$ cat config.mk
export PLATFORM = sky130hd
export DESIGN_NAME = utf8_text_sanitizer_core
export DESIGN_NICKNAME = d
export VERILOG_FILES = /design/src/rtl/utsan_pkg.sv /design/src/rtl/utsan_front.sv /design/src/rtl/utsan_fifo.sv /design/src/rtl/utsan_back.sv /design/src/rtl/utf8_text_sanitizer_core.sv
export SDC_FILE = /design/constraint.sdc
export NUM_CORES = 1
export LEC_CHECK = 0
export BUFFER_PORTS_ARGS = -buffer_cell sky130_fd_sc_hd__clkbuf_2
export CORE_MARGIN = 1
export CORE_UTILIZATION = 50
export CTS_CLUSTER_SIZE = 28
export DETAILED_ROUTE_END_ITERATION = 10
export PLACE_DENSITY = 0.76
export SLEW_MARGIN = 5
export SYNTH_ARGS = -nofsm -noshare
export SYNTH_HDL_FRONTEND = slang
export SYNTH_SLANG_ARGS = --single-unit
$ cat constraint.sdc
create_clock -name clk -period 8.1 [get_ports clk]
set_input_delay 0 -clock clk [delete_from_list [all_inputs] [get_ports clk]]
set_output_delay 0 -clock clk [all_outputs]
set_load 0.05 [all_outputs]
$ cat src/rtl/utsan_pkg.sv
// Shared types and constants for the UTF-8 text sanitiser.
// Used by the front, queue, back and checker modules and by the top level.
package utsan_pkg;

  localparam int CP_W    = 21;
  localparam int COUNT_W = 12;
  localparam int REP_W   = 3;
  localparam int SLOTS   = 5;
  localparam int SLOT_W  = 3;

  typedef enum logic {
    CMD_TEXT = 1'b0,
    CMD_END  = 1'b1
  } command_t;

  localparam logic [CP_W-1:0]    CP_REPLACEMENT = 21'h00FFFD;
  localparam logic [CP_W-1:0]    CP_SPACE       = 21'h000020;
  localparam logic [CP_W-1:0]    CP_TAB         = 21'h000009;
  localparam logic [CP_W-1:0]    CP_NBSP        = 21'h0000A0;
  localparam logic [CP_W-1:0]    CP_IDEO_SPACE  = 21'h003000;
  localparam logic [CP_W-1:0]    CP_DEL         = 21'h00007F;
  localparam logic [CP_W-1:0]    CP_C1_FIRST    = 21'h000080;
  localparam logic [CP_W-1:0]    CP_C1_LAST     = 21'h00009F;
  localparam logic [CP_W-1:0]    CP_TWO_BYTE    = 21'h000800;
  localparam logic [CP_W-1:0]    CP_THREE_BYTE  = 21'h010000;
  localparam logic [7:0]         BYTE_SPACE     = 8'h20;
  localparam logic [COUNT_W-1:0] LENGTH_LIMIT_RESET = 12'd32;

  typedef struct packed {
    logic       command;
    logic [7:0] data_byte;
  } in_item_t;

  typedef struct packed {
    logic [7:0] out_byte;
    logic       has_byte;
    logic       end_of_text;
  } out_item_t;

  // One decoded input word: a run of replacement characters, then an
  // optional code point, then optionally the end of the text.
  typedef struct packed {
    logic [REP_W-1:0] rep_count;
    logic             has_cp;
    logic [CP_W-1:0]  cp;
    logic             is_end;
  } token_t;

  typedef struct packed {
    logic full;
    logic empty;
  } fifo_status_t;

endpackage

$ cat src/rtl/utsan_front.sv
// Front section: accepts input words and decodes UTF-8 into tokens.
// Depends on utsan_pkg; feeds utsan_fifo.
module utsan_front (
  input  logic                  clk,
  input  logic                  rst,
  input  logic                  in_valid,
  output logic                  in_stall,
  input  utsan_pkg::in_item_t   in_data,
  input  utsan_pkg::fifo_status_t q_status,
  output logic                  push,
  output utsan_pkg::token_t     push_token
);
  import utsan_pkg::*;

  logic [1:0]      needed, needed_next;
  logic [1:0]      received, received_next;
  logic [CP_W-1:0] partial, partial_next;
  logic            deferred, deferred_next;

  logic            accept;
  logic [7:0]      b;
  logic            cont;
  logic            broke;
  logic [1:0]      recv_inc;
  logic [CP_W-1:0] accumulated;
  logic [REP_W-1:0] flush_n;
  token_t          tok;

  assign in_stall = q_status.full;
  assign accept   = in_valid && !q_status.full;

  always_comb begin
    b             = in_data.data_byte;
    cont          = (b[7:6] == 2'b10);
    broke         = (needed != 2'd0);
    recv_inc      = received + 2'd1;
    accumulated   = {partial[CP_W-7:0], b[5:0]};
    flush_n       = broke ? ({1'b0, received} + 3'd1) : 3'd0;
    needed_next   = needed;
    received_next = received;
    partial_next  = partial;
    deferred_next = deferred;
    tok           = '0;
    tok.rep_count = {2'b00, deferred};
    if (accept) begin
      deferred_next = 1'b0;
      if (in_data.command == CMD_END) begin
        tok.rep_count = tok.rep_count + flush_n;
        tok.is_end    = 1'b1;
        needed_next   = 2'd0;
        received_next = 2'd0;
        partial_next  = '0;
      end else if (broke && cont) begin
        partial_next  = accumulated;
        received_next = recv_inc;
        if (recv_inc >= needed) begin
          tok.has_cp    = 1'b1;
          tok.cp        = accumulated;
          needed_next   = 2'd0;
          received_next = 2'd0;
          partial_next  = '0;
        end
      end else begin
        // A sequence cut short is flushed first; the breaking byte then
        // starts afresh as a lead byte.
        tok.rep_count = tok.rep_count + flush_n;
        needed_next   = 2'd0;
        received_next = 2'd0;
        partial_next  = '0;
        if (!b[7]) begin
          tok.has_cp = 1'b1;
          tok.cp     = {13'd0, b};
        end else if (b[7:5] == 3'b110) begin
          partial_next = {16'd0, b[4:0]};
          needed_next  = 2'd1;
        end else if (b[7:4] == 4'b1110) begin
          partial_next = {17'd0, b[3:0]};
          needed_next  = 2'd2;
        end else if (b[7:3] == 5'b11110) begin
          partial_next = {18'd0, b[2:0]};
          needed_next  = 2'd3;
        end else if (broke) begin
          // Keeps every input word within the result budget.
          deferred_next = 1'b1;
        end else begin
          tok.has_cp = 1'b1;
          tok.cp     = CP_REPLACEMENT;
        end
      end
    end
  end

  assign push       = accept && ((tok.rep_count != '0) || tok.has_cp || tok.is_end);
  assign push_token = tok;

  always_ff @(posedge clk) begin
    if (rst) begin
      needed   <= 2'd0;
      received <= 2'd0;
      partial  <= '0;
      deferred <= 1'b0;
    end else begin
      needed   <= needed_next;
      received <= received_next;
      partial  <= partial_next;
      deferred <= deferred_next;
    end
  end

endmodule

$ cat src/rtl/utsan_fifo.sv
// Short token queue between the front and back sections.
// Depends on utsan_pkg for the token and status types.
module utsan_fifo #(
  parameter int DEPTH = 4
) (
  input  logic                    clk,
  input  logic                    rst,
  input  logic                    push,
  input  utsan_pkg::token_t       push_token,
  input  logic                    pop,
  output utsan_pkg::token_t       head,
  output utsan_pkg::fifo_status_t status
);
  import utsan_pkg::*;

  localparam int PTR_W = (DEPTH > 1) ? $clog2(DEPTH) : 1;
  localparam int CNT_W = $clog2(DEPTH + 1);
  localparam logic [PTR_W-1:0] LAST_PTR = PTR_W'(DEPTH - 1);
  localparam logic [CNT_W-1:0] FULL_CNT = CNT_W'(DEPTH);

  token_t            mem [DEPTH];
  logic [PTR_W-1:0]  wr_ptr, rd_ptr;
  logic [CNT_W-1:0]  count;
  logic              do_push, do_pop;

  assign status.full  = (count == FULL_CNT);
  assign status.empty = (count == '0);
  assign do_push      = push && !status.full;
  assign do_pop       = pop && !status.empty;
  assign head         = mem[rd_ptr];

  always_ff @(posedge clk) begin
    if (do_push) begin
      mem[wr_ptr] <= push_token;
    end
  end

  always_ff @(posedge clk) begin
    if (rst) begin
      wr_ptr <= '0;
      rd_ptr <= '0;
      count  <= '0;
    end else begin
      if (do_push) begin
        wr_ptr <= (wr_ptr == LAST_PTR) ? '0 : wr_ptr + 1'b1;
      end
      if (do_pop) begin
        rd_ptr <= (rd_ptr == LAST_PTR) ? '0 : rd_ptr + 1'b1;
      end
      if (do_push && !do_pop) begin
        count <= count + 1'b1;
      end else if (do_pop && !do_push) begin
        count <= count - 1'b1;
      end
    end
  end

endmodule

$ cat src/rtl/utsan_back.sv
// Back section: filters code points, applies the length limit and re-encodes
// as UTF-8, one result word a cycle unless stalled. Depends on utsan_pkg.
module utsan_back (
  input  logic                    clk,
  input  logic                    rst,
  input  logic                    cfg_we,
  input  logic [11:0]             cfg_wdata,
  input  utsan_pkg::fifo_status_t q_status,
  input  utsan_pkg::token_t       head,
  output logic                    pop,
  output logic                    out_valid,
  input  logic                    out_stall,
  output utsan_pkg::out_item_t    out_data
);
  import utsan_pkg::*;

  logic [COUNT_W-1:0] length_limit;
  logic [COUNT_W-1:0] emitted_count, emitted_count_next;
  logic               pending_sep, pending_sep_next;
  logic               truncated, truncated_next;
  logic [REP_W-1:0]   reps_done, reps_done_next;
  logic               cp_done, cp_done_next;
  out_item_t          slots [SLOTS];
  logic [SLOT_W-1:0]  slot_count;

  logic               move, slots_free, step;
  logic               is_rep, is_cp, is_term, more;
  logic [CP_W-1:0]    cp;
  logic               is_sep, is_ctrl, fits, emit, load;
  logic [COUNT_W:0]   sum;
  logic [7:0]         u [4];
  logic [SLOT_W-1:0]  ulen;
  out_item_t          new_slots [SLOTS];
  logic [SLOT_W-1:0]  new_count;

  assign move       = (slot_count != '0) && (!out_valid || !out_stall);
  assign slots_free = (slot_count == '0) || ((slot_count == SLOT_W'(1)) && move);
  assign step       = !q_status.empty && slots_free;

  always_comb begin
    is_rep  = (reps_done != head.rep_count);
    is_cp   = !is_rep && head.has_cp && !cp_done;
    is_term = !is_rep && !is_cp;
    cp      = is_rep ? CP_REPLACEMENT : head.cp;
    if (is_rep) begin
      more = ((reps_done + 3'd1) != head.rep_count) || head.has_cp || head.is_end;
    end else if (is_cp) begin
      more = head.is_end;
    end else begin
      more = 1'b0;
    end
  end

  assign pop = step && !more;

  always_comb begin
    reps_done_next = reps_done;
    cp_done_next   = cp_done;
    if (pop) begin
      reps_done_next = '0;
      cp_done_next   = 1'b0;
    end else if (step && is_rep) begin
      reps_done_next = reps_done + 3'd1;
    end else if (step && is_cp) begin
      cp_done_next = 1'b1;
    end
  end

  // UTF-8 encoding of the selected code point.
  always_comb begin
    u[0] = cp[7:0];
    u[1] = 8'h00;
    u[2] = 8'h00;
    u[3] = 8'h00;
    ulen = SLOT_W'(1);
    if (cp >= CP_THREE_BYTE) begin
      u[0] = {5'b11110, cp[20:18]};
      u[1] = {2'b10, cp[17:12]};
      u[2] = {2'b10, cp[11:6]};
      u[3] = {2'b10, cp[5:0]};
      ulen = SLOT_W'(4);
    end else if (cp >= CP_TWO_BYTE) begin
      u[0] = {4'b1110, cp[15:12]};
      u[1] = {2'b10, cp[11:6]};
      u[2] = {2'b10, cp[5:0]};
      ulen = SLOT_W'(3);
    end else if (cp >= CP_C1_FIRST) begin
      u[0] = {3'b110, cp[10:6]};
      u[1] = {2'b10, cp[5:0]};
      ulen = SLOT_W'(2);
    end
  end

  always_comb begin
    is_sep  = (cp == CP_SPACE) || (cp == CP_TAB) || (cp == CP_NBSP) || (cp == CP_IDEO_SPACE);
    is_ctrl = (cp < CP_SPACE) || (cp == CP_DEL) || ((cp >= CP_C1_FIRST) && (cp <= CP_C1_LAST));
    // A pending space needs room for the character after it as well.
    sum     = {1'b0, emitted_count} + (pending_sep ? 13'd2 : 13'd1);
    fits    = (sum <= {1'b0, length_limit});
    emit    = step && !is_term && !truncated && !is_sep && !is_ctrl && fits;
    load    = emit || (step && is_term);

    emitted_count_next = emitted_count;
    pending_sep_next   = pending_sep;
    truncated_next     = truncated;
    if (step && is_term) begin
      emitted_count_next = '0;
      pending_sep_next   = 1'b0;
      truncated_next     = 1'b0;
    end else if (step && !truncated) begin
      if (is_sep) begin
        if (emitted_count != '0) begin
          pending_sep_next = 1'b1;
        end
      end else if (!is_ctrl) begin
        if (!fits) begin
          truncated_next = 1'b1;
        end else begin
          emitted_count_next = sum[COUNT_W-1:0];
          pending_sep_next   = 1'b0;
        end
      end
    end

    for (int i = 0; i < SLOTS; i++) begin
      new_slots[i] = '{out_byte: 8'h00, has_byte: 1'b1, end_of_text: 1'b0};
    end
    new_count = ulen;
    if (is_term) begin
      new_slots[0] = '{out_byte: 8'h00, has_byte: 1'b0, end_of_text: 1'b1};
      new_count    = SLOT_W'(1);
    end else if (pending_sep) begin
      new_slots[0].out_byte = BYTE_SPACE;
      for (int i = 0; i < 4; i++) begin
        new_slots[i+1].out_byte = u[i];
      end
      new_count = ulen + SLOT_W'(1);
    end else begin
      for (int i = 0; i < 4; i++) begin
        new_slots[i].out_byte = u[i];
      end
    end
  end

  always_ff @(posedge clk) begin
    if (load) begin
      for (int i = 0; i < SLOTS; i++) begin
        slots[i] <= new_slots[i];
      end
    end else if (move) begin
      for (int i = 0; i < SLOTS - 1; i++) begin
        slots[i] <= slots[i+1];
      end
    end
    if (move) begin
      out_data <= slots[0];
    end
  end

  always_ff @(posedge clk) begin
    if (rst) begin
      length_limit  <= LENGTH_LIMIT_RESET;
      emitted_count <= '0;
      pending_sep   <= 1'b0;
      truncated     <= 1'b0;
      reps_done     <= '0;
      cp_done       <= 1'b0;
      slot_count    <= '0;
      out_valid     <= 1'b0;
    end else begin
      if (cfg_we) begin
        length_limit <= cfg_wdata;
      end
      emitted_count <= emitted_count_next;
      pending_sep   <= pending_sep_next;
      truncated     <= truncated_next;
      reps_done     <= reps_done_next;
      cp_done       <= cp_done_next;
      if (load) begin
        slot_count <= new_count;
      end else if (move) begin
        slot_count <= slot_count - SLOT_W'(1);
      end
      if (move) begin
        out_valid <= 1'b1;
      end else if (!out_stall) begin
        out_valid <= 1'b0;
      end
    end
  end

endmodule

$ cat src/rtl/utf8_text_sanitizer_core.sv
// The sanitiser takes one input word a cycle while its token queue has room and
// delivers at most one result word a cycle. The back section works through each
// decoded code point (dropped spaces and control characters included), then each
// further byte it writes (a space written before the character included), and the
// closing word one by one, so a stream of ASCII text runs at one word a cycle and
// wider characters at one output byte a cycle while the receiver does not stall.
// A word's first result is registered in the token queue, then in the result slots
// and then in the output register, from which it is presented. An end word flushes
// any cut sequence, yields one closing word and clears the text state.
// Depends on utsan_pkg, utsan_front, utsan_fifo and utsan_back.
module utf8_text_sanitizer_core #(
  parameter int QUEUE_DEPTH = 4
) (
  input  logic                 clk,
  input  logic                 rst,
  input  logic                 in_valid,
  output logic                 in_stall,
  input  utsan_pkg::in_item_t  in_data,
  output logic                 out_valid,
  input  logic                 out_stall,
  output utsan_pkg::out_item_t out_data,
  input  logic                 cfg_we,
  input  logic [11:0]          cfg_wdata
);
  import utsan_pkg::*;

  fifo_status_t q_status;
  logic         push;
  token_t       push_token;
  token_t       head;
  logic         pop;

  utsan_front u_front (
    .clk        (clk),
    .rst        (rst),
    .in_valid   (in_valid),
    .in_stall   (in_stall),
    .in_data    (in_data),
    .q_status   (q_status),
    .push       (push),
    .push_token (push_token)
  );

  utsan_fifo #(
    .DEPTH (QUEUE_DEPTH)
  ) u_fifo (
    .clk        (clk),
    .rst        (rst),
    .push       (push),
    .push_token (push_token),
    .pop        (pop),
    .head       (head),
    .status     (q_status)
  );

  utsan_back u_back (
    .clk       (clk),
    .rst       (rst),
    .cfg_we    (cfg_we),
    .cfg_wdata (cfg_wdata),
    .q_status  (q_status),
    .head      (head),
    .pop       (pop),
    .out_valid (out_valid),
    .out_stall (out_stall),
    .out_data  (out_data)
  );

endmodule

Word level (Yosys, flattened, before mapping). Memories as Yosys holds them, arrays and structs flattened. A register that Yosys moved wholly into a read port is not among the register bits. Cells that the tools add are included.

Add/subtract/negate cells: 11. $mul: 0. Div/mod/pow operators: 0. Order comparisons: 7. Equality and inequality tests: 19. Shifts and indexed selects: 0. Multiplexer cells: 87. Bitwise logic cells: 8. Reductions and logical operators: 66.

Operators with widths (count): $mux W22 (8); $mux W8 (12); $mux W15 (6); $mux W10 (4); $mux W3 (12); $mux W2 (17); $mux W16 (2); $mux W26 (1); $logic_and A1 B1 Y1 (24); $mux W24 (1); $mux W1 (23); $eq A21 B14 Y1 const B (1); $eq A21 B4 Y1 const B (1); $eq A21 B6 Y1 const B (1); $eq A21 B7 Y1 const B (1); $eq A21 B8 Y1 const B (1); $ge A21 B12 Y1 const B (1); $ge A21 B17 Y1 const B (1); $ge A21 B8 Y1 const B (1); $le A21 B8 Y1 const B (1); $lt A21 B6 Y1 const B (1); $mux W21 (1); $logic_not A1 Y1 (14); $add A12 B13 Y13 (1); 26 further kinds (62).

Bits in registers: 61. Latch bits: 0. RAM bits: 154. ROM bits: 0. Bits of input ports: 26. Output and inout bits: 12. Word-level logic and storage cells: 215. Memories: 2.

Memory list: u_fifo.mem (depth 4, width 26, rd ports 1, clocked after memory_dff 1, wr ports 1, line utsan_fifo.sv:21) `token_t mem [DEPTH];`; u_back.slots (depth 5, width 10, rd ports 5, clocked after memory_dff 1, wr ports 5, line utsan_back.sv:23) `out_item_t slots [SLOTS];`.

Logic depth before layout (Yosys ltp). Gate-level depths: netlist of the first run.

Word-level depth: 18. Mapped depth: 19. Depth with buffers taken out: 17.

Hierarchy. A second synthesis of the first run with hierarchy kept.

Cell total of the unflattened synthesis: 853. Area, all modules: 10373.7 um^2.

Modules (own cells, without submodules): utsan_back (times used 1, cells each 510, area each 4893.4 um^2, seq. area each 2152.1 um^2); utsan_fifo (times used 1, cells each 186, area each 4245.3 um^2, seq. area each 3303.2 um^2); utsan_front (times used 1, cells each 157, area each 1234.9 um^2, seq. area each 400.4 um^2).

Worst setup path after synthesis of the first run. OpenSTA, ideal clock, no wires.

Path type: reg-to-reg. Start: register u_back.pending_sep. End: memory u_back.slots[0][0] (netlist name), enable pin. Library setup time: 395 ps. Arrival: 4640 ps. Required time: 7705 ps. Slack: 3065 ps. Stages on the path, launching flop included: 19. Path buffers: 1. Period minus slack after synthesis: 5035 ps. Path through: dfxtp_1 -> clkbuf_1 -> inv_2 -> ha_1 -> inv_1 -> fa_1 -> and3b_1 -> and3_1 -> and3_1 -> and3_1 -> xor2_1 -> ha_1 -> and4_1 -> o21ai_0 -> a31oi_1 -> a2111oi_0 -> o21a_1 -> nand3_1 -> nand3b_1.

RTL lines: start, declared (line utsan_back.sv:19) `logic pending_sep, pending_sep_next;`; start signal, assigned (line utsan_back.sv:175) `pending_sep <= pending_sep_next;`; end, declared (line utsan_back.sv:23).

==> qor.yml, run 1 <==
status:
  status: "completed"
die:
  rows: 52
  die_area_sq_um: 21600
  fp.coreArea_sq_um: 20400
  chipHeight_um: 147
  die_x_um: 147
  ios: 38
  start_util_pct: 51.4
logic_synthesis:
  yosysTopAreaCellShare_pct: 43.8
  synth_nets: 921
  synth_flop_cell: "edfxtp_1"
  synth_cells: 863
  syn_area_sq_um: 10500
  synth_edf_count: 153
  avgSynthCellArea_sq_um: 12.2
  ys_seq_area_share_pct: 55.8
  netlist_top_cells_area: "edfxtp_1 44%, dfxtp_1 12%, mux4_2 5.6%"
  yosys_register_bits: 216
  synthArstFlopShare_pct: 0
  synth_top_area_cell: "edfxtp_1"
  synth.distinct_cells: 71
  yosys_warnings: 0
timing:
  layout_worst_path_cycle_share_pct: 76.3
  rsz0062_at_grt: "no"
  setup_viol: 0
  clock.fmax_mhz: 162
  relSlewSlack_pct: 23.6
  hold_viol_final: 0
  skew_ps: 6.89
  drv_slew: 0
  finalCriticalPeriod_ps: 6180
  tightest_slew_ps: 1140
  setup_tns_ps: 0
clock_tree:
  cts_made_buffers: 22
  clk_pin_slew_ps: 60
  clockRootBuffer: "clkbuf_16"
  clkLatencyLatePin_ps: 510
  htree_levels: 1
  clk_path_buf_depth: 3
  cts_tree: "built"
  cts_sinks: 216
  cts_resized: 0
setup_path:
  critPathRequiredTime_ps: 8360
  cp_slowest_stage_delay_ps: 1070
  critPathLaunchType: "register"
  cpMostUsedCell: "and3_1"
  cp_max_fo: 36
  critPathSlowestCell: "dfxtp_1"
  crit_chain: "inv_2, fa_1, and3b_1, and3_1, and3_1, and3_1, xor2_1, ha_1, and4_1, o21ai_0, a31oi_1, a2111oi_0, o21ai_1, o31ai_4, buf_4, mux2_4"
  arrival_ps: 6450
  cp_top_family: "compound AO/OA/AOI/OAI gates"
  path_class: "register to register"
  cp-end-kind: "register"
  cp_num_buf_inv: 2
placement:
  io_buffer_count: 37
  hpwl_um: 13700
  globalplace.congestion: 0.880
drt:
  vias: 6908
  drt_iter0_drc: 596
  drt_drc_violations_left: 0
  wl_per_cell_um: 17.5
  ant_nets: 0
  vias_per_cell: 5.75
  wl_um: 21000
  drt-pass1-iter-count: 5
job:
  maxCapViolations: 0
final_layout:
  n_fill_cell: 1598
  final_common_cell: "edfxtp_1"
  mostFrequentLayoutCells: "153 x edfxtp_1, 115 x nor2_1, 62 x dfxtp_1"
  seq_area_sq_um: 5860
  final_layout_size_suffix_gt1_share_pct: 16.5
  diodes: 0
  multi_input_area_sq_um: 4300
  area_growth_syn_to_layout_pct: 12.6
  nets: 974
grt:
  grt_pass1_vias: 6690
  grt_pass1_wl_um: 34500
  grt_max_degree: 44
  antenna_found_initial: 0
  grt-ovfl-total: 0
  grt_usage_pct: 19.9
power:
  total_power_mw: 3.84
  p_leak_nw: 4.44
  p_per_area_nw_per_um2: 325
  irDropWorstVdd_mv: 0.270
hold_path:
  hp-class: "primary input to register"
## what timing repair did
item                      CTS  global route
setup buffers               0             0
hold buffers               25             0
hold endpoints to repair   38             0
## kinds of logic after synthesis
family | Yosys count | synth area share, %
and+or+nand+nor | 278 | 13.0
AOI/OAI and AO/OA | 161 | 10.1
adders and majority gates | 32 | 3.96
DFF | 216 | 55.8
muxes | 77 | 11.8
buffers and inverters | 75 | 3.20
xor gates and xnor gates | 24 | 2.15
## registers in the layout (all words and copies together) (netlist names), 2 cells and up, named ones only
signal / cells
u_front.needed: 2
u_back.reps_done: 3
u_front.received: 2
u_back.emitted_count: 12
u_fifo.mem: 104
u_back.out_data: 10
u_fifo.count: 3
u_back.length_limit: 12
u_back.slots: 39
u_front.partial: 15
u_back.slot_count: 3
u_fifo.wr_ptr: 2
u_fifo.rd_ptr: 2
## path summary, 6_finish.rpt
check	from	end	slack, ps	cells past startpoint
worst min-delay path	cfg_we	u_back.length_limit[5]	20	2
worst max register to register	u_back.pending_sep	u_back.slots[1][4]	1920	16
worst max-delay path	u_back.pending_sep	u_back.slots[1][4]	1920	16
worst min register to register	u_back.slots[0][6]	u_back.out_data[6]	420	0
## metrics by stage
step	hold slack (ps)	std cells	setup WS (ps)	area, sq um	utilization (%)
after floorplan	130	863	3060	10500	-
after global placement	232	1137	2210	10900	53.2
after detailed placement	231	1137	2050	10900	53.2
after CTS	0.566	1202	2010	11800	57.8
after global routing	44.5	1202	1480	11800	57.8
final	23.1	1202	1920	11800	57.8
## cell type report
type                       instances  area share [%]
timing repair buffer              72            4.32
clock buffer                      29            5.06
sequential                       216            49.6
tap                              270            2.86
multi-input combinational        572            36.4
inverter                          32            1.02
clock inverter                    11           0.720
## synth_stat cells (all sizes together), types with 5 or more instances
| cell | n |
|---|---|
| a22oi | 14 |
| a21o | 5 |
| nor3 | 18 |
| nand3 | 14 |
| nand4 | 15 |
| xor2 | 14 |
| nor2b | 5 |
| o22ai | 7 |
| edfxtp | 153 |
| nand2 | 42 |
| and3 | 19 |
| and2 | 15 |
| nor4 | 13 |
| o21ai | 28 |
| inv | 32 |
| o31ai | 10 |
| mux2i | 21 |
| buf | 18 |
| a211oi | 11 |
| dfxtp | 63 |
| mux2 | 30 |
| o21a | 13 |
| mux4 | 26 |
| clkbuf | 25 |
| xnor2 | 10 |
| nor2 | 116 |
| a21oi | 51 |
| ha | 30 |
## metal layers
metal / GRT usage (%) / vias to the layer above / part of all wire, %
li1: - / 3335 / -
met1: 27.7 / 3358 / 46
met2: 32.2 / 180 / 48
met3: 2.70 / 35 / 4.2
met4: 6.67 / 0 / 2.5
met5: 0 / - / 0
## report_power, final
group	internal, mW	leakage [nW]	switching, mW
clock	0.552	0.339	0.409
sequential	1.48	1.95	0.0902
combinational	0.539	2.15	0.770
total	2.57	4.44	1.27
Power figures use the tool's default switching activity.
==> run 2: changes to the inputs <==
Clock period 8.1 ns to 5.9 ns, I/O delays scaled along.
==> run 2 against run 1 <==
Effect of this change:
- clock skew rose by 2.6 ps
- flip-flop and latch count did not move
- non-clock buffer count rose by 5
- clock power rose by 72%
- maximum frequency rose by 19%
- highest routed layer unchanged
==> qor.yml, run 2 (same netlist as run 1, synthesis figures left out) <==
setup_path:
  r2r_cells: 19  # was 16
  cp_top_family: "simple AND/OR/NAND/NOR gates"  # was compound AO/OA/AOI/OAI gates
  r2r-end: "u_back.slots[0][6]"  # was u_back.slots[1][4]
  cpMostUsedCell: "and3_1"  # unchanged
  cp-startpoint: "u_back.pending_sep"  # unchanged
  critPathSlowestCell: "a2111oi_0"  # was dfxtp_1
  crit_chain: "inv_2, ha_1, inv_1, fa_1, and3b_1, and3_1, and3_1, and3_1, xor2_1, ha_1, and4_1, o21ai_0, a31oi_1, a2111oi_0, o21ai_1, buf_4, o31ai_4, buf_4, mux2_4"  # was inv_2, fa_1, and3b_1, and3_1, and3_1, and3_1, xor2_1, ha_1, and4_1, o21ai_0, a31oi_1, a2111oi_0, o21ai_1, o31ai_4, buf_4, mux2_4
  arrival_ps: 5440  # was 6450 ps
  cp_slowest_stage_delay_ps: 590  # was 1070 ps
  cp_num_buf_inv: 4  # was 2
  critPathLaunchType: "register"  # unchanged
  crit_cells: 19  # was 16
  path_class: "register to register"  # unchanged
  cp_max_fo: 30  # was 36
  cp-end-kind: "register"  # unchanged
  r2r-start: "u_back.pending_sep"  # unchanged
  worst-r2r-setup-slack_ps: 730  # was 1920 ps
  critPathRequiredTime_ps: 6160  # was 8360 ps
hold_path:
  hp-class: "primary input to register"  # unchanged
  min_from: "rst"  # was cfg_we
  hold_end: "u_back.length_limit[6]"  # was u_back.length_limit[5]
  hold_depth: 3  # was 2
drt:
  ant_nets: 0  # unchanged
  wl_per_cell_um: 17.6  # was 17.5 um
  drt_iter0_drc: 623  # was 596
  wl_um: 21200  # was 21000 um
  vias: 7021  # was 6908
  drt-pass1-iter-count: 5  # unchanged
  vias_per_cell: 5.81  # was 5.75
  drt_drc_violations_left: 0  # unchanged
final_layout:
  largest_reg_flops: 104  # unchanged
  final_common_cell: "edfxtp_1"  # unchanged
  top_register: "u_fifo.mem"  # unchanged
  mostFrequentLayoutCells: "153 x edfxtp_1, 115 x nor2_1, 62 x dfxtp_1"  # unchanged
  diodes: 0  # unchanged
  area_growth_syn_to_layout_pct: 14.8  # was 12.6%
  final_layout_size_suffix_gt1_share_pct: 17.4  # was 16.5%
  nets: 980  # was 974
  top_regs: "u_fifo.mem x104, u_back.slots x39, u_front.partial x15"  # unchanged
timing:
  setup_viol: 0  # unchanged
  setup_tns_ps: 0  # unchanged
  finalCriticalPeriod_ps: 5170  # was 6180 ps
  layout_worst_path_cycle_share_pct: 87.7  # was 76.3%
  rsz0062_at_grt: "no"  # unchanged
  tightest_slew_ps: 1120  # was 1140 ps
  drv_slew: 0  # unchanged
  hold_viol_final: 0  # unchanged
  relSlewSlack_pct: 25.1  # was 23.6%
  clock.fmax_mhz: 193  # was 162 MHz
  skew_ps: 9.54  # was 6.89 ps
clock_tree:
  hold_buffers: 25  # unchanged
  clockRootBuffer: "clkbuf_16"  # unchanged
  clk_pin_slew_ps: 60  # about the same
  cts_sinks: 216  # unchanged
  clkLatencyLatePin_ps: 510  # about the same
  clk_path_buf_depth: 3  # unchanged
  htree_levels: 1  # unchanged
  cts_resized: 0  # unchanged
  cts_made_buffers: 23  # was 22
  post_cts_buffers: 0  # unchanged
  cts_tree: "built"  # unchanged
grt:
  grt_pass1_vias: 6858  # was 6690
  grt_usage_pct: 20.2  # was 19.9%
  antenna_found_initial: 0  # unchanged
  grt_pass1_wl_um: 35100  # was 34500 um
  grt_max_degree: 44  # unchanged
  grt-ovfl-total: 0  # unchanged
placement:
  io_buffer_count: 37  # unchanged
  hpwl_um: 14000  # was 13700 um
  globalplace.congestion: 0.865  # was 0.880
power:
  p_leak_nw: 4.56  # was 4.44 nW
  p_per_area_nw_per_um2: 465  # was 325 nW/um^2
  irDropWorstVdd_mv: 0.355  # was 0.270 mV
  total_power_mw: 5.60  # was 3.84 mW
die:
  chipHeight_um: 147  # unchanged
  start_util_pct: 51.4  # unchanged
  die_area_sq_um: 21600  # unchanged
  ios: 38  # unchanged
  die_x_um: 147  # unchanged
  fp.coreArea_sq_um: 20400  # unchanged
  rows: 52  # unchanged
status:
  status: "completed"  # unchanged
job:
  maxCapViolations: 0  # unchanged
==> run 2: where the power goes <==
| part | internal [mW] | switching, mW | leakage, nW | total, mW |
|---|---|---|---|---|
| sequential | 2.03 | 0.107 | 1.95 | 2.14 |
| clock | 1.06 | 0.585 | 0.427 | 1.65 |
| combinational | 0.742 | 1.07 | 2.18 | 1.81 |
==> run 2: worst max-delay path by stage <==
stage | slack [ps] | endpoint
after global routing | 330 | u_back.slots[3][9]
final | 730 | u_back.slots[0][6]
after floorplan | 860 | u_back.slots[0][0]
after global placement | 840 | u_back.slots[3][2]
after detailed placement | 730 | u_back.slots[0][8]
after CTS | 710 | u_back.slots[0][8]
==> run 2: stage by stage <==
step	hold WS [ps]	instances	utilization, %	setup WS (ps)	instance area (sq um)
6_report	13.2	1209	58.9	726	12000
5_1_grt	40.4	1209	58.9	328	12000
4_1_cts	3.58	1209	58.9	712	12000
3_5_place_dp	242	1142	53.4	731	10900
3_3_place_gp	235	1142	53.4	842	10900
2_1_floorplan	130	863	-	865	10500
==> run 2: layout make-up <==
class,count,area (sq um)
clock inverter,12,246
fill,1626,8390
multi-input combinational,572,4300
inverter,32,120
tap,270,338
timing repair buffer,77,548
sequential,216,5860
clock buffer,30,632
==> run 2: routing by layer <==
metal / wire, um / vias to the layer above / GRT usage [%]
met2: 10100 / 245 / 33.5
met1: 9520 / 3370 / 27.3
met5: 0 / - / 0
li1: - / 3368 / -
met4: 426 / 0 / 5.42
met3: 1140 / 38 / 3.63
==> run 2: worst register-to-register path, cell delays in order (launching register included) <==
cell and delay (ps):
dfxtp_1 320, inv_2 190, ha_1 210, inv_1 50, fa_1 430, and3b_1 300, and3_1 250, and3_1 240
and3_1 240, xor2_1 170, ha_1 250, and4_1 210, o21ai_0 70, a31oi_1 60, a2111oi_0 590, o21ai_1 160
buf_4 200, o31ai_4 160, buf_4 480, mux2_4 350
==> run 3: changes to the inputs <==
Settings changed: CORE_UTILIZATION 50 to 41, PLACE_DENSITY 0.76 to 0.66, RECOVER_POWER set to 50.
==> run 3 against run 2 <==
Effect of this change:
- the run now ends with capacitance limit, slew limit left
- die area is 22% higher
- largest power group unchanged
- critical path type unchanged
- total power is 5.6% lower
- largest cell class unchanged
- first-iteration DRC count is 13% lower
- count of clock-buffer cells in the layout is 1 lower
- via count is 2.8% lower
- core utilization is 12 points lower
- clock power is 18% lower
- register-to-register slack worse by 180 ps
==> qor.yml, run 3 (same netlist as run 1, synthesis figures left out) <==
clock_tree:
  cts_tree: "built"  # unchanged
  clkLatencyLatePin_ps: 520  # was 510 ps
  clk_path_buf_depth: 3  # unchanged
  htree_levels: 1  # unchanged
  clockRootBuffer: "clkbuf_16"  # unchanged
  cts_made_buffers: 23  # unchanged
  clk_pin_slew_ps: 60  # about the same
  cts_resized: 0  # unchanged
  cts_sinks: 216  # unchanged
status:
  status: "complete, but fails checks"  # was completed
  violations: "capacitance limit, slew limit"
timing:
  tightest_slew_ps: 2060  # was 1120 ps
  clock.fmax_mhz: 187  # was 193 MHz
  layout_worst_path_cycle_share_pct: 90.7  # was 87.7%
  finalCriticalPeriod_ps: 5350  # was 5170 ps
  skew_ps: 17.1  # was 9.54 ps
  rsz0062_at_grt: "no"  # unchanged
  setup_viol: 0  # unchanged
  setup_tns_ps: 0  # unchanged
  drv_slew: 71  # was 0
  hold_viol_final: 0  # unchanged
  relSlewSlack_pct: -37.2  # was 25.1%
setup_path:
  r2r-start: "u_back.pending_sep"  # unchanged
  critPathRequiredTime_ps: 6160  # about the same
  path_class: "register to register"  # unchanged
  cp-startpoint: "u_back.pending_sep"  # unchanged
  cpMostUsedCell: "and3_1"  # unchanged
  r2r_cells: 18  # was 19
  cp-end-kind: "register"  # unchanged
  critPathSlowestCell: "a2111oi_0"  # unchanged
  critPathLaunchType: "register"  # unchanged
  crit_chain: "inv_2, ha_1, inv_1, fa_1, and3b_1, and3_1, and3_1, and3_1, xor2_1, ha_1, and4_1, o21ai_0, a31oi_1, a2111oi_0, o21ai_1, o31ai_4, buf_4, mux2_4"  # was inv_2, ha_1, inv_1, fa_1, and3b_1, and3_1, and3_1, and3_1, xor2_1, ha_1, and4_1, o21ai_0, a31oi_1, a2111oi_0, o21ai_1, buf_4, o31ai_4, buf_4, mux2_4
  arrival_ps: 5610  # was 5440 ps
  cp_slowest_stage_delay_ps: 500  # was 590 ps
  cp_max_fo: 30  # unchanged
power:
  swShare_pct: 33.2  # was 31.5%
  p_leak_nw: 4.42  # was 4.56 nW
  p_per_area_nw_per_um2: 444  # was 465 nW/um^2
  irDropWorstVdd_mv: 0.357  # was 0.355 mV
  switchingPower_mw: 1.76  # about the same
  internal-power_mw: 3.53  # was 3.84 mW
  total_power_mw: 5.29  # was 5.60 mW
  power.share.clock_pct: 25.6  # was 29.4%
  seqPwrFrac_pct: 40.1  # was 38.2%
  comb_power_share_pct: 34.2  # was 32.4%
final_layout:
  largest_reg_flops: 104  # unchanged
  mostFrequentLayoutCells: "153 x edfxtp_1, 115 x nor2_1, 62 x dfxtp_1"  # unchanged
  final_common_cell: "edfxtp_1"  # unchanged
  final_layout_size_suffix_gt1_share_pct: 15.3  # was 17.4%
  area_growth_syn_to_layout_pct: 13.5  # was 14.8%
  top_regs: "u_fifo.mem x104, u_back.slots x39, u_front.partial x15"  # unchanged
  diodes: 0  # unchanged
  n_fill_cell: 2320  # was 1626
  top_register: "u_fifo.mem"  # unchanged
  nets: 979  # was 980
die:
  die_x_um: 162  # was 147 um
  fp.coreArea_sq_um: 25100  # was 20400 sq um
  die_area_sq_um: 26200  # was 21600 sq um
  rows: 58  # was 52
  ios: 38  # unchanged
  chipHeight_um: 162  # was 147 um
  start_util_pct: 41.8  # was 51.4%
grt:
  grt_pass1_wl_um: 34300  # was 35100 um
  antenna_found_initial: 0  # unchanged
  grt_pass1_vias: 6648  # was 6858
  grt_usage_pct: 16.2  # was 20.2%
  grt-ovfl-total: 0  # unchanged
  grt_max_degree: 44  # unchanged
drt:
  vias_per_cell: 5.39  # was 5.81
  drt-pass1-iter-count: 7  # was 5
  drt_iter0_drc: 540  # was 623
  drt_drc_violations_left: 0  # unchanged
  wl_met2_um: 9710  # was 10100 um
  vias: 6825  # was 7021
  highest_layer: "met4"  # unchanged
  wl_per_cell_um: 16.6  # was 17.6 um
  wl_um: 21000  # was 21200 um
  wl_met1_um: 9990  # was 9520 um
  wl_met3_um: 889  # was 1140 um
  ant_nets: 0  # unchanged
hold_path:
  min_from: "cfg_we"  # was rst
  hp-class: "primary input to register"  # unchanged
  hold_depth: 3  # unchanged
job:
  maxCapViolations: 2  # was 0
placement:
  globalplace.congestion: 0.873  # was 0.865
  io_buffer_count: 37  # unchanged
  hpwl_um: 13900  # was 14000 um
-- run 3: changes by cell type in the layout (fill, tap and decap cells not counted), moves of 2 or more --
cell,previous run,this run
and2_0,0,7
and2_1,15,8
buf_4,15,11
bufinv_16,7,1
clkbuf_1,4,22
clkbuf_2,37,24
clkbuf_8,3,0
clkinv_1,3,1
clkinv_2,1,6
clkinvlp_4,0,2
-- run 3: worst paths after layout --
path,slack [ps],end
setup / recovery,550,u_back.slots[3][9]
hold reg to reg,420,u_back.out_data[4]
hold / removal,30,u_back.length_limit[5]
setup reg to reg,550,u_back.slots[3][9]
-- run 3: cell type report --
class                      instances  area (sq um)  area share [%]
clock buffer                      29           598            5.02
clock inverter                    12           108           0.904
inverter                          32           120            1.01
multi-input combinational        572          4300            36.1
sequential                       216          5860            49.2
tap                              330           413            3.47
timing repair buffer              76           513            4.31
-- run 3: what timing repair did --
| item | 4_1_cts | 5_1_grt |
|---|---|---|
| buffers inserted | 0 | 0 |
| endpoints found under the setup margin | 0 | 0 |
| hold buffers | 25 | 0 |
| endpoints found under the hold margin | 42 | 0 |
-- run 3: layer usage --
metal  global-route usage (%)  vias up
li1                         -     3355
met1                     22.7     3275
met2                     26.5      161
met3                     2.30       34
met4                     4.12        0
met5                        0        -
-- run 3: stage by stage --
stage | area, sq um | instances | util [%] | hold slack [ps] | setup WS (ps)
final | 11900 | 1267 | 47.4 | 31.1 | 548
after global routing | 11900 | 1267 | 47.4 | 80.8 | 122
after CTS | 11900 | 1267 | 47.5 | 27.2 | 617
after detailed placement | 11000 | 1201 | 43.7 | 247 | 622
after global placement | 11000 | 1201 | 43.7 | 237 | 676
after floorplan | 10500 | 863 | - | 130 | 865
-- run 3: critical path: cells and delay by family, from the launching register on --
family	cells	cell delay, ps
adder cells (fa/ha/maj)	3	890
AO/OA/AOI/OAI	5	1340
flip-flops	1	320
multiplexers	1	340
AND/OR/NAND/NOR	5	1280
buffers and inverters	3	740
XOR/XNOR	1	170
-- run 3: power groups by stage --
stage	registers [mW]	clock network (mW)	logic [mW]
after detailed placement	2.15	0	1.82
after global placement	2.14	0	1.79
after global routing	2.15	1.45	1.98
after CTS	2.12	1.39	1.83
final	2.12	1.36	1.81
after floorplan	2.26	0	1.38
